File: src/sv/assert_macros.svh
// Assertion macros for the RTL of the bounded min-priority set.
// No dependencies; included by files that carry concurrent assertions.
`ifndef ASSERT_MACROS_SVH
`define ASSERT_MACROS_SVH

// same-cycle implication
`define ASSERT_IMPLIES(label, clk, rst_n, ante, cons) \
    label: assert property (@(posedge clk) disable iff (!rst_n) (ante) |-> (cons)) \
        else $error("assertion failed");

// next-cycle implication
`define ASSERT_NEXT(label, clk, rst_n, ante, cons) \
    label: assert property (@(posedge clk) disable iff (!rst_n) (ante) |=> (cons)) \
        else $error("assertion failed");

`endif

File: src/sv/bmps_pkg.sv
// Package for the bounded min-priority set: widths, defaults, status codes
// and the cell control struct. No dependencies.
package bmps_pkg;

    localparam int DEPTH_DEFAULT     = 32;
    localparam int KEY_WIDTH_DEFAULT = 32;
    localparam int KEY_IO_W          = 32;
    localparam int OCC_W             = 6;
    localparam int CAP_W             = 6;
    localparam logic [CAP_W-1:0] CAP_RESET = 6'd20;

    typedef enum logic [2:0] {
        ST_INSERTED  = 3'd0,
        ST_DUPLICATE = 3'd1,
        ST_REMOVED   = 3'd2,
        ST_FULL      = 3'd3,
        ST_EMPTY     = 3'd4
    } t_status;

    typedef struct packed {
        logic cmp;
        logic ins;
        logic ext;
    } t_cell_ctl;

endpackage

File: src/sv/bmps_req_if.sv
// Request channel of the bounded min-priority set: valid/ready plus mode and key.
// Depends on bmps_pkg.
interface bmps_req_if;
    logic                                  valid;
    logic                                  ready;
    logic                                  mode;
    logic signed [bmps_pkg::KEY_IO_W-1:0]  key_in;

    modport source (output valid, output mode, output key_in, input ready);
    modport sink   (input valid, input mode, input key_in, output ready);
endinterface

File: src/sv/bmps_rsp_if.sv
// Response channel of the bounded min-priority set: valid/ready plus key,
// status and occupancy. Depends on bmps_pkg.
interface bmps_rsp_if;
    logic                                  valid;
    logic                                  ready;
    logic signed [bmps_pkg::KEY_IO_W-1:0]  key_out;
    bmps_pkg::t_status                     status;
    logic [bmps_pkg::OCC_W-1:0]            occupancy;

    modport source (output valid, output key_out, output status, output occupancy,
                    input ready);
    modport sink   (input valid, input key_out, input status, input occupancy,
                    output ready);
endinterface

File: src/sv/bounded_min_priority_set.sv
// Top level of the bounded min-priority set: a row of sorted key cells,
// the request sequencer and the response register.
// Depends on bmps_pkg, bmps_req_if, bmps_rsp_if, bmps_cell, assert_macros.svh.
//
// Usage:
//   i_req carries one request per transfer: mode 0 inserts key_in, mode 1
//   extracts the smallest held key. o_rsp returns exactly one response per
//   request with key_out, status and the occupancy after the request.
//   i_cfg_we/i_cfg_wdata write the capacity limit; write only while idle.
// Sequencing:
//   A request passes through the transfer cycle, the compare state in which
//   every cell compares its key with the request key, and the apply state in
//   which the row shifts and the response register loads. No new request is
//   taken before the last one is applied; the cell row's compare and shift set this.
// Reset:
//   i_rst_n low clears the key count, the sequencer and the response valid
//   and sets the capacity limit to 20. Cell contents are not cleared.
// Stall:
//   The response register holds while o_rsp.ready is low; a request taken in
//   that time completes its compare and then waits in the shift cycle.
module bounded_min_priority_set #(
    parameter int DEPTH     = bmps_pkg::DEPTH_DEFAULT,
    parameter int KEY_WIDTH = bmps_pkg::KEY_WIDTH_DEFAULT
) (
    input  logic                         i_clk,
    input  logic                         i_rst_n,
    bmps_req_if.sink                     i_req,
    bmps_rsp_if.source                   o_rsp,
    input  logic                         i_cfg_we,
    input  logic [bmps_pkg::CAP_W-1:0]   i_cfg_wdata
);
    import bmps_pkg::*;
    `include "assert_macros.svh"

    localparam int CNT_W = $clog2(DEPTH + 1);
    localparam int CMP_W = (CNT_W > CAP_W) ? CNT_W : CAP_W;

    typedef enum logic [1:0] {
        S_IDLE,
        S_CMP,
        S_APPLY
    } t_state;

    t_state                      r_state;
    logic [CNT_W-1:0]            r_count;
    logic [CNT_W-1:0]            n_count;
    logic [CAP_W-1:0]            r_capacity;
    logic                        r_mode;
    logic signed [KEY_WIDTH-1:0] r_key;
    logic signed [KEY_WIDTH-1:0] key_store;
    logic                        r_out_valid;
    logic signed [KEY_IO_W-1:0]  r_key_out;
    logic signed [KEY_IO_W-1:0]  n_key_out;
    logic signed [KEY_IO_W-1:0]  head_out;
    t_status                     r_status;
    t_status                     n_status;
    logic [OCC_W-1:0]            r_occ;

    logic signed [KEY_WIDTH-1:0] w_key [DEPTH];
    logic [DEPTH-1:0]            w_lt;
    logic [DEPTH-1:0]            w_eq;

    t_cell_ctl                   cell_ctl;
    logic                        apply_go;
    logic                        full;
    logic                        empty;
    logic                        dup;

    generate
        if (KEY_WIDTH <= KEY_IO_W) begin : g_narrow
            assign key_store = i_req.key_in[KEY_WIDTH-1:0];
            if (KEY_WIDTH == KEY_IO_W) begin : g_same
                assign head_out = w_key[0];
            end else begin : g_ext
                assign head_out = {{(KEY_IO_W-KEY_WIDTH){w_key[0][KEY_WIDTH-1]}}, w_key[0]};
            end
        end else begin : g_wide
            assign key_store = {{(KEY_WIDTH-KEY_IO_W){i_req.key_in[KEY_IO_W-1]}},
                                i_req.key_in};
            assign head_out  = w_key[0][KEY_IO_W-1:0];
        end
    endgenerate

    assign full  = (CMP_W'(r_count) >= CMP_W'(r_capacity)) || (r_count == CNT_W'(DEPTH));
    assign empty = (r_count == '0);
    assign dup   = |w_eq;

    assign apply_go     = (r_state == S_APPLY) && (!r_out_valid || o_rsp.ready);
    assign cell_ctl.cmp = (r_state == S_CMP);
    assign cell_ctl.ins = apply_go && !r_mode && !full && !dup;
    assign cell_ctl.ext = apply_go && r_mode && !empty;

    always_comb begin
        n_count   = r_count;
        n_key_out = '0;
        if (!r_mode) begin
            if (full) begin
                n_status = ST_FULL;
            end else if (dup) begin
                n_status = ST_DUPLICATE;
            end else begin
                n_status = ST_INSERTED;
                n_count  = r_count + 1'b1;
            end
        end else begin
            if (empty) begin
                n_status = ST_EMPTY;
            end else begin
                n_status  = ST_REMOVED;
                n_count   = r_count - 1'b1;
                n_key_out = head_out;
            end
        end
    end

    genvar gi;
    generate
        for (gi = 0; gi < DEPTH; gi++) begin : g_cell
            logic signed [KEY_WIDTH-1:0] prev_key;
            logic                        prev_lt;
            logic signed [KEY_WIDTH-1:0] next_key;
            if (gi == 0) begin : g_first
                assign prev_key = w_key[0];
                assign prev_lt  = 1'b1;
            end else begin : g_mid
                assign prev_key = w_key[gi-1];
                assign prev_lt  = w_lt[gi-1];
            end
            if (gi == DEPTH - 1) begin : g_last
                assign next_key = w_key[gi];
            end else begin : g_inner
                assign next_key = w_key[gi+1];
            end
            bmps_cell #(
                .KEY_WIDTH (KEY_WIDTH),
                .CNT_W     (CNT_W),
                .INDEX     (gi)
            ) u_cell (
                .i_clk      (i_clk),
                .i_ctl      (cell_ctl),
                .i_key      (r_key),
                .i_count    (r_count),
                .i_prev_key (prev_key),
                .i_prev_lt  (prev_lt),
                .i_next_key (next_key),
                .o_key      (w_key[gi]),
                .o_lt       (w_lt[gi]),
                .o_eq       (w_eq[gi])
            );
        end
    endgenerate

    always_ff @(posedge i_clk) begin
        if (!i_rst_n) begin
            r_state     <= S_IDLE;
            r_count     <= '0;
            r_capacity  <= CAP_RESET;
            r_out_valid <= 1'b0;
        end else begin
            if (i_cfg_we) begin
                r_capacity <= i_cfg_wdata;
            end
            if (o_rsp.ready && !apply_go) begin
                r_out_valid <= 1'b0;
            end
            unique case (r_state)
                S_IDLE: begin
                    if (i_req.valid) begin
                        r_state <= S_CMP;
                    end
                end
                S_CMP: begin
                    r_state <= S_APPLY;
                end
                S_APPLY: begin
                    if (apply_go) begin
                        r_state     <= S_IDLE;
                        r_count     <= n_count;
                        r_out_valid <= 1'b1;
                    end
                end
                default: begin
                    r_state <= S_IDLE;
                end
            endcase
        end
        if (r_state == S_IDLE) begin
            r_mode <= i_req.mode;
            r_key  <= key_store;
        end
        if (apply_go) begin
            r_key_out <= n_key_out;
            r_status  <= n_status;
            r_occ     <= OCC_W'(n_count);
        end
    end

    assign i_req.ready     = (r_state == S_IDLE);
    assign o_rsp.valid     = r_out_valid;
    assign o_rsp.key_out   = r_key_out;
    assign o_rsp.status    = r_status;
    assign o_rsp.occupancy = r_occ;

    `ASSERT_IMPLIES(a_count_bound, i_clk, i_rst_n, 1'b1, r_count <= CNT_W'(DEPTH))
    `ASSERT_NEXT(a_busy_after_take, i_clk, i_rst_n, i_req.valid && i_req.ready, !i_req.ready)
    `ASSERT_NEXT(a_insert_grows, i_clk, i_rst_n, apply_go && (n_status == ST_INSERTED), r_count == $past(r_count) + 1'b1)
    `ASSERT_NEXT(a_remove_shrinks, i_clk, i_rst_n, apply_go && (n_status == ST_REMOVED), r_count == $past(r_count) - 1'b1)

endmodule

File: src/sv/bmps_cell.sv
// One cell of the sorted key row: holds a key, compares it with the request
// key and shifts toward either neighbor. Depends on bmps_pkg.
module bmps_cell #(
    parameter int KEY_WIDTH = bmps_pkg::KEY_WIDTH_DEFAULT,
    parameter int CNT_W     = 6,
    parameter int INDEX     = 0
) (
    input  logic                        i_clk,
    input  bmps_pkg::t_cell_ctl         i_ctl,
    input  logic signed [KEY_WIDTH-1:0] i_key,
    input  logic [CNT_W-1:0]            i_count,
    input  logic signed [KEY_WIDTH-1:0] i_prev_key,
    input  logic                        i_prev_lt,
    input  logic signed [KEY_WIDTH-1:0] i_next_key,
    output logic signed [KEY_WIDTH-1:0] o_key,
    output logic                        o_lt,
    output logic                        o_eq
);
    import bmps_pkg::*;

    logic signed [KEY_WIDTH-1:0] r_key;
    logic signed [KEY_WIDTH-1:0] n_key;
    logic                        r_lt;
    logic                        r_eq;
    logic                        occ;

    assign occ = CNT_W'(INDEX) < i_count;

    always_comb begin
        n_key = r_key;
        if (i_ctl.ins && !r_lt) begin
            n_key = i_prev_lt ? i_key : i_prev_key;
        end else if (i_ctl.ext) begin
            n_key = i_next_key;
        end
    end

    always_ff @(posedge i_clk) begin
        if (i_ctl.cmp) begin
            r_lt <= occ && (r_key < i_key);
            r_eq <= occ && (r_key == i_key);
        end
        r_key <= n_key;
    end

    assign o_key = r_key;
    assign o_lt  = r_lt;
    assign o_eq  = r_eq;

endmodule
File: src/flat_wrapper.sv
// flat-port wrapper written by rule: the top's interface ports become plain ports
module bounded_min_priority_set_flat import bmps_pkg::*;
#(
    parameter int DEPTH     = bmps_pkg::DEPTH_DEFAULT,
    parameter int KEY_WIDTH = bmps_pkg::KEY_WIDTH_DEFAULT
)
  (i_clk, i_rst_n, i_cfg_we, i_cfg_wdata, i_req_valid, i_req_mode, i_req_key_in, i_req_ready, o_rsp_valid, o_rsp_key_out, o_rsp_status, o_rsp_occupancy, o_rsp_ready);
  bmps_req_if i_req_i ();
  bmps_rsp_if o_rsp_i ();
  input  logic i_clk;
  input  logic i_rst_n;
  input  logic i_cfg_we;
  input  logic [bmps_pkg::CAP_W-1:0] i_cfg_wdata;
  input wire logic [$bits(i_req_i.valid)-1:0] i_req_valid;
  input wire logic [$bits(i_req_i.mode)-1:0] i_req_mode;
  input wire logic [$bits(i_req_i.key_in)-1:0] i_req_key_in;
  output wire logic [$bits(i_req_i.ready)-1:0] i_req_ready;
  output wire logic [$bits(o_rsp_i.valid)-1:0] o_rsp_valid;
  output wire logic [$bits(o_rsp_i.key_out)-1:0] o_rsp_key_out;
  output wire logic [$bits(o_rsp_i.status)-1:0] o_rsp_status;
  output wire logic [$bits(o_rsp_i.occupancy)-1:0] o_rsp_occupancy;
  input wire logic [$bits(o_rsp_i.ready)-1:0] o_rsp_ready;
  assign i_req_i.valid = i_req_valid;
  assign i_req_i.mode = i_req_mode;
  assign i_req_i.key_in = i_req_key_in;
  assign i_req_ready = i_req_i.ready;
  assign o_rsp_valid = o_rsp_i.valid;
  assign o_rsp_key_out = o_rsp_i.key_out;
  assign o_rsp_status = o_rsp_i.status;
  assign o_rsp_occupancy = o_rsp_i.occupancy;
  assign o_rsp_i.ready = o_rsp_ready;
  bounded_min_priority_set #(.DEPTH(DEPTH), .KEY_WIDTH(KEY_WIDTH)) u_core (.i_clk(i_clk), .i_rst_n(i_rst_n), .i_req(i_req_i), .o_rsp(o_rsp_i), .i_cfg_we(i_cfg_we), .i_cfg_wdata(i_cfg_wdata));
endmodule
File: config.mk
export PLATFORM = sky130hd
export DESIGN_NAME = bounded_min_priority_set_flat
export DESIGN_NICKNAME = d
export VERILOG_FILES = /design/src/sv/bmps_pkg.sv /design/src/sv/bmps_req_if.sv /design/src/sv/bmps_rsp_if.sv /design/src/sv/bounded_min_priority_set.sv /design/src/sv/bmps_cell.sv /design/src/flat_wrapper.sv
export VERILOG_INCLUDE_DIRS = /design/src /design/src/sv
export SDC_FILE = /design/constraint.sdc
export NUM_CORES = 2
export LEC_CHECK = 0
export BUFFER_PORTS_ARGS = -buffer_cell sky130_fd_sc_hd__buf_2
export CORE_MARGIN = 1.5
export CORE_UTILIZATION = 35
export DETAILED_ROUTE_END_ITERATION = 8
export GPL_ROUTABILITY_DRIVEN = 0
export PLACE_DENSITY_LB_ADDON = 0.05
export SLEW_MARGIN = 20
export SYNTH_ARGS = -nofsm -noshare
export SYNTH_HDL_FRONTEND = slang
export SYNTH_SLANG_ARGS = --single-unit
export TNS_END_PERCENT = 1
File: constraint.sdc
create_clock -name i_clk -period 12.85 [get_ports i_clk]
set_input_delay 0.6425 -clock i_clk [delete_from_list [all_inputs] [get_ports i_clk]]
set_output_delay 0.6425 -clock i_clk [all_outputs]
set_load 0.05 [all_outputs]
-- After elaboration in Yosys (flattened, before gate mapping)
Cells that the tools add are included.
- add/sub/neg operators: 2
- order comparisons: 65
- equality and inequality tests: 37
- mux-type cells: 107
- bitwise operators: 1
- reduce and logical (&&, ||, !) cells: 180
- operator list (kind ; count):
    $mux W32 ; 93
    $eq A32 B32 Y1 ; 32
    $lt A32 B32 Y1 ; 32
    $logic_and A1 B1 Y1 ; 103
    $lt A5 B6 Y1 const A ; 16
    $reduce_bool A2 Y1 ; 31
    $lt A4 B6 Y1 const A ; 8
    $logic_not A1 Y1 ; 38
    $reduce_or A32 Y1 ; 1
    $lt A3 B6 Y1 const A ; 4
    $mux W6 ; 4
    $lt A1 B6 Y1 const A ; 2
    $lt A2 B6 Y1 const A ; 2
    $mux W3 ; 3
    $add A6 B1 Y6 const B ; 1
    $eq A6 B6 Y1 const B ; 1
    $ge A6 B6 Y1 ; 1
    $logic_not A6 Y1 ; 1
    $pmux W2 S3 ; 1
    $sub A6 B1 Y6 const B ; 1
    $mux W1 ; 4
    $mux W2 ; 2
    $reduce_and A2 Y1 ; 2
    $eq A2 B1 Y1 const B ; 1
    other kinds (7) ; 8
- flip-flop bits (word level): 1177
- input port bits: 44
- output and inout port bits: 43
- word-level logic and storage cells: 497

-- Depth between registers and ports, before layout
- depth after elaboration: 8
- gate-level depth with buffers: 11
- depth with buffers taken out: 8

-- By module
A second synthesis with hierarchy kept.
- cells, all modules: 8621
- area total of the unflattened synthesis: 84772.6 sq um
- modules (own cells, without submodules) (module ; instances ; cells each ; area each (sq um) ; sequential area each (sq um)):
    bmps_cell at u_core.g_cell[25].u_cell ... ; 3 ; 259 ; 2533.7 ; 1021.0
    bmps_cell at u_core.g_cell[22].u_cell ... ; 2 ; 264 ; 2547.4 ; 1021.0
    bmps_cell at u_core.g_cell[14].u_cell ... ; 2 ; 259 ; 2534.9 ; 1021.0
    bmps_cell at u_core.g_cell[13].u_cell ... ; 2 ; 258 ; 2529.9 ; 1021.0
    bmps_cell at u_core.g_cell[23].u_cell ... ; 2 ; 259 ; 2508.7 ; 1021.0
    bounded_min_priority_set ; 1 ; 284 ; 3741.1 ; 2522.4
    bmps_cell at u_core.g_cell[24].u_cell ; 1 ; 264 ; 2566.2 ; 1021.0
    bmps_cell at u_core.g_cell[8].u_cell ; 1 ; 264 ; 2558.7 ; 1021.0
    bmps_cell at u_core.g_cell[20].u_cell ; 1 ; 265 ; 2546.2 ; 1021.0
    bmps_cell at u_core.g_cell[30].u_cell ; 1 ; 264 ; 2544.9 ; 1021.0
    bmps_cell at u_core.g_cell[28].u_cell ; 1 ; 264 ; 2543.7 ; 1021.0
    bmps_cell at u_core.g_cell[10].u_cell ; 1 ; 264 ; 2542.4 ; 1021.0
    bmps_cell at u_core.g_cell[11].u_cell ; 1 ; 260 ; 2539.9 ; 1021.0
    bmps_cell at u_core.g_cell[18].u_cell ; 1 ; 264 ; 2539.9 ; 1021.0
    13 more rows ; n/a ; n/a ; n/a ; n/a

-- Worst setup path before layout
Ideal clock, no wire load.
- path kind: register to register
- start point: register u_core.r_count[0]
- end point: register u_core.g_cell[31].u_cell.r_key[0] (enable)
- library setup time: 0.501 ns
- arrival time: 5.027 ns
- data required time: 12.349 ns
- path slack: 7.322 ns
- stages on the path, launching flop included: 9
- buffers on the path: 1
- period minus slack after synthesis: 5.528 ns
- cells stage by stage: dfxtp_1 > clkbuf_1 > inv_1 > ha_1 > nand2b_1 > a21o_1 > a211oi_2 > o211ai_1 > nor4_1
- cells in the longest elaborated chain, start to end: 6
- elaborated cells on any way between the ends: 7
- those cells by class: order compare: 1; eq/ne: 1; reduce/logical: 5
- RTL lines (element ; RTL line ; text):
    start: declaration ; bounded_min_priority_set.sv:45 ; logic [CNT_W-1:0] r_count;
    start signal: assignment ; bounded_min_priority_set.sv:178 ; r_count <= n_count;
    $ge A6 B6 Y1 or $eq A6 B6 Y1 (tied branches) ; bounded_min_priority_set.sv:84 ; assign full = (CMP_W'(r_count) >= CMP_W'(r_capacity)) || (r_count == CNT_W'(DEPTH));
    $logic_or A1 B1 Y1 (*) ; bounded_min_priority_set.sv:84 ;
    $logic_not A1 Y1 (*) ; bounded_min_priority_set.sv:90 ; assign cell_ctl.ins = apply_go && !r_mode && !full && !dup;
    $logic_and A1 B1 Y1 (*) (2 in a row) ; bounded_min_priority_set.sv:90 ;
    $logic_and A1 B1 Y1 (*) ; bmps_cell.sv:31 ; if (i_ctl.ins && !r_lt) begin
    end signal: assignment ; bmps_cell.sv:43 ; r_key <= n_key;
    end: declaration ; bmps_cell.sv:21 ; logic signed [KEY_WIDTH-1:0] r_key;
Every way passes the cells marked *; elsewhere a longest branch is shown, timed or not.
A chain may end at the register's enable or synchronous reset.

-- Worst setup path in the final report
- start point: register u_core.r_key[18]
- end point: register u_core.g_cell[23].u_cell.r_lt, data pin
- cells in the longest elaborated chain, start to end: 2
- RTL lines (element ; RTL line ; text):
    start: declaration ; bounded_min_priority_set.sv:49 ; logic signed [KEY_WIDTH-1:0] r_key;
    start signal: assignment ; bounded_min_priority_set.sv:189 ; r_key <= key_store;
    $lt A32 B32 Y1 ; bmps_cell.sv:40 ; r_lt <= occ && (r_key < i_key);
    $logic_and A1 B1 Y1 ; bmps_cell.sv:40 ;
    end signal: assignment ; bmps_cell.sv:40 ;
    end: declaration ; bmps_cell.sv:23 ; logic r_lt;
No other way between the ends.

==> summary.txt <==
STA
  • Fin crit period: 4830 ps
  • Slew at the pin with the worst max-slew slack: 1220 ps
  • Final Max Tran Viols: 0
  • Final setup vio count: 0
  • Endpoints failing hold: 0
  • Max_slew headroom: 0.182
  • Fin crit share: 0.376
  • Setup TNS: 0 ps
  • Setup Skew: 30.8 ps
  • FMAX: 0.207 GHz
  • RSZ-0062 raised after global routing: false

Synthesis
  • Post-synth cell types: 67
  • Avg Cell Area, Syn: 12.7 um^2
  • Post-synthesis sequential area ratio: 0.422
  • Cells after synthesis: 6552
  • Ys flop type: edfxtp_1
  • Post-synth ARST share: 0
  • EDFF count, synth: 1162
  • Synth Net Count: 7629
  • Yosys warns: 0
  • Yosys reg bits: 1177
  • Mapped cell area: 83400 um^2

Pwr
  • Combinational Power Share: 0.158
  • Sw Share: 0.286
  • Worst vdd ir: 115 uV
  • Sw power: 2.94 mW
  • Ratio of total power to cell area: 110 nW/um^2
  • Leak: 34.2 nW
  • Sequential share of power: 0.424
  • Internal power: 7.33 mW
  • Clock share of power: 0.418

Worst setup path
  • Crit end category: flip-flop
  • Req. time, crit path: 13410 ps
  • Crit Path Class: reg2reg
  • Crit path max fanout: 34
  • Worst EP arrival: 5380 ps
  • Critical path launch point type: flip-flop

Die
  • Starting density of the core: 0.351
  • Core area: 237000 um^2
  • Die Ht: 491 um
  • Width of the die: 491 um
  • Top Ports: 87
  • Num rows: 179
  • Die area: 241000 um^2

Clock tree
  • Clock Tree Buf Depth: 3
  • Root Driver: clkbuf_16
  • Postcts setup bufs: 0
  • Worst skew pair latency: 810 ps
  • Number of CTS-inserted buffers: 154
  • Worst-path clk slew: 60 ps
  • CTS tree: done
  • CTS sink count: 1177
  • CTS H-tree depth: 4

Place
  • HPWL after detailed placement: 228 mm
  • Port-buffer cells: 86
  • Placed cells: 9625

Route
  • Drt first pass iters: 6
  • WL/cell: 31.6 um
  • DR DRC count: 0
  • Routed WL: 314 mm
  • Via count: 56900
  • 1st-iter DRT viols: 4361
  • Avg Vias per Cell: 5.72
  • ANT nets after route: 0

Finish
  • Commonest non-fill, non-tap cell in the layout: mux2_2
  • Final #Nets: 7733
  • Commonest cells after routing, fill and taps aside: 1903 x mux2_2, 1162 x edfxtp_1, 1033 x ha_1, 389 x a21oi_1, 280 x nand2_1
  • Multi-input gate area: 46500 um^2
  • Register area: 35200 um^2
  • Fill count: 22700
  • Layout Cells excl Fill: 9949
  • Layout cell share with drive strength beyond 1: 0.367
  • P&R area growth vs syn: 11.6%

Flow run
  • Max-Cap Viols: 0

Status
  • Status: finished, final reports clean

Global route
  • Grt total ovfl: 0
  • Global-route wire length before repair: 442 mm
  • Initial antenna violation count: 22
  • Total track usage: 0.254
  • Vias in the first global route: 58400
  • Largest net degree at the start of global routing: 65

Min path
  • HP Class: in2reg
[cell type report]
cell class	count	share of cell area
multi-input combinational	4918	0.499
sequential	1177	0.378
clock buffer	205	0.0456
tap	3167	0.0426
timing repair buffer	296	0.0237
clock inverter	72	0.00644
inverter	109	0.00439
antenna	5	0.000134
[flip-flops by register name (all words and copies together), names as in the netlist]
register / count
u_core.o_rsp.status: 3
u_core.o_rsp.key_out: 32
u_core.g_cell.u_cell.o_key: 1024
u_core.r_count: 6
u_core.g_cell.u_cell.o_lt: 32
u_core.o_rsp.occupancy: 6
u_core.g_cell.u_cell.o_eq: 32
u_core.r_state: 2
u_core.r_mode: 1
u_core.o_rsp.valid: 1
u_core.r_key: 32
u_core.r_capacity: 6
[path summary, 6_finish.rpt]
check / start / to / slack (ps) / depth (start not counted)
worst max register to register: u_core.r_key[18]$_DFFE_PP_ / u_core.g_cell[23].u_cell.o_lt$_DFFE_PN_ / 8020 / 9
worst min register to register: u_core.r_capacity[1]$_SDFFE_PN0P_ / u_core.r_capacity[1]$_SDFFE_PN0P_ / 540 / 2
worst max-delay path: u_core.r_key[18]$_DFFE_PP_ / u_core.g_cell[23].u_cell.o_lt$_DFFE_PN_ / 8020 / 9
worst min-delay path: i_cfg_wdata[3] / u_core.r_capacity[3]$_SDFFE_PN0P_ / 100 / 3
[synthesized netlist by cell type (17+ instances only)]
cell type,n,share of area
o21a_1,21,0.0019
mux2i_1,68,0.0082
inv_1,108,0.0049
clkbuf_1,249,0.011
nor2_1,106,0.0048
buf_4,71,0.0064
nor2b_1,43,0.0032
a211oi_1,17,0.0015
nor4_1,47,0.0035
and4_1,52,0.0055
o211ai_1,39,0.0035
a21boi_0,20,0.0018
nand2_1,281,0.013
ha_1,1033,0.15
a21oi_1,390,0.023
a221o_1,24,0.0029
mux2_1,32,0.0043
buf_2,26,0.0016
mux2_2,1903,0.26
and2_1,32,0.0024
nor2_4,22,0.0030
nand4_1,157,0.012
o21ai_0,162,0.0097
a221oi_1,49,0.0051
edfxtp_1,1162,0.42
and3_1,25,0.0019
a21o_1,81,0.0073
nor3_1,63,0.0038
nand3_1,98,0.0059
[power groups by stage]
| stage | Combinational [mW] | Clock [mW] | Sequential (mW) |
|---|---|---|---|
| floorplan | 0.946 | 0 | 4.42 |
| global placement | 1.58 | 0 | 4.44 |
| detailed placement | 1.62 | 0 | 4.44 |
| CTS | 1.63 | 4.41 | 4.36 |
| global route | 1.77 | 4.53 | 4.36 |
| finish | 1.62 | 4.29 | 4.36 |
[cells by family (layout without fill, tap and decap cells)]
family | Yosys count | after routing | share of synthesized area
flip-flops | 1177 | 1177 | 0.422
adder cells (fa/ha/maj) | 1033 | 1033 | 0.155
multiplexers | 2003 | 2003 | 0.269
XOR/XNOR | 1 | 1 | 0.000105
AO/OA/AOI/OAI | 877 | 877 | 0.0645
AND/OR/NAND/NOR | 1004 | 1004 | 0.0651
other | 0 | 5 | 0
buffers and inverters | 457 | 682 | 0.0241
[worst max-delay path, cell delays in order, from the launching register on]
cell and delay, ps:
edfxtp_1 320, buf_4 700, inv_2 530, buf_4 490, ha_1 450, nand4_1 230, or4_1 540, a2111oi_0 710
nor3_1 130, mux2_2 300
[stage by stage]
stage | area [um^2] | setup slack [ps] | utilization | hold WS, ps | power (mW)
2_1_floorplan | 83400 | 7320 | - | 459 | 5.36
3_3_place_gp | 87700 | 7820 | 0.369 | 507 | 6.02
6_report | 93100 | 8020 | 0.392 | 103 | 10.3
4_1_cts | 92900 | 8020 | 0.392 | 18.9 | 10.4
5_1_grt | 93100 | 7820 | 0.392 | 95.2 | 10.7
3_5_place_dp | 87700 | 8010 | 0.370 | 530 | 6.05
[metal layers]
| metal | vias up | share of wire | GRT usage |
|---|---|---|---|
| li1 | 26000 | - | - |
| met1 | 29100 | 0.43 | 0.328 |
| met2 | 1491 | 0.50 | 0.445 |
| met3 | 404 | 0.043 | 0.0293 |
| met4 | 0 | 0.027 | 0.0722 |
| met5 | - | 0 | 0 |
[what timing repair did]
action                                  4_1_cts  5_1_grt
gates resized for setup                       0        0
hold buffers                                 36        0
endpoints found under the setup margin        0        0
hold endpoints to repair                     36        0
Note: power is estimated with default switching activity, not from simulation.
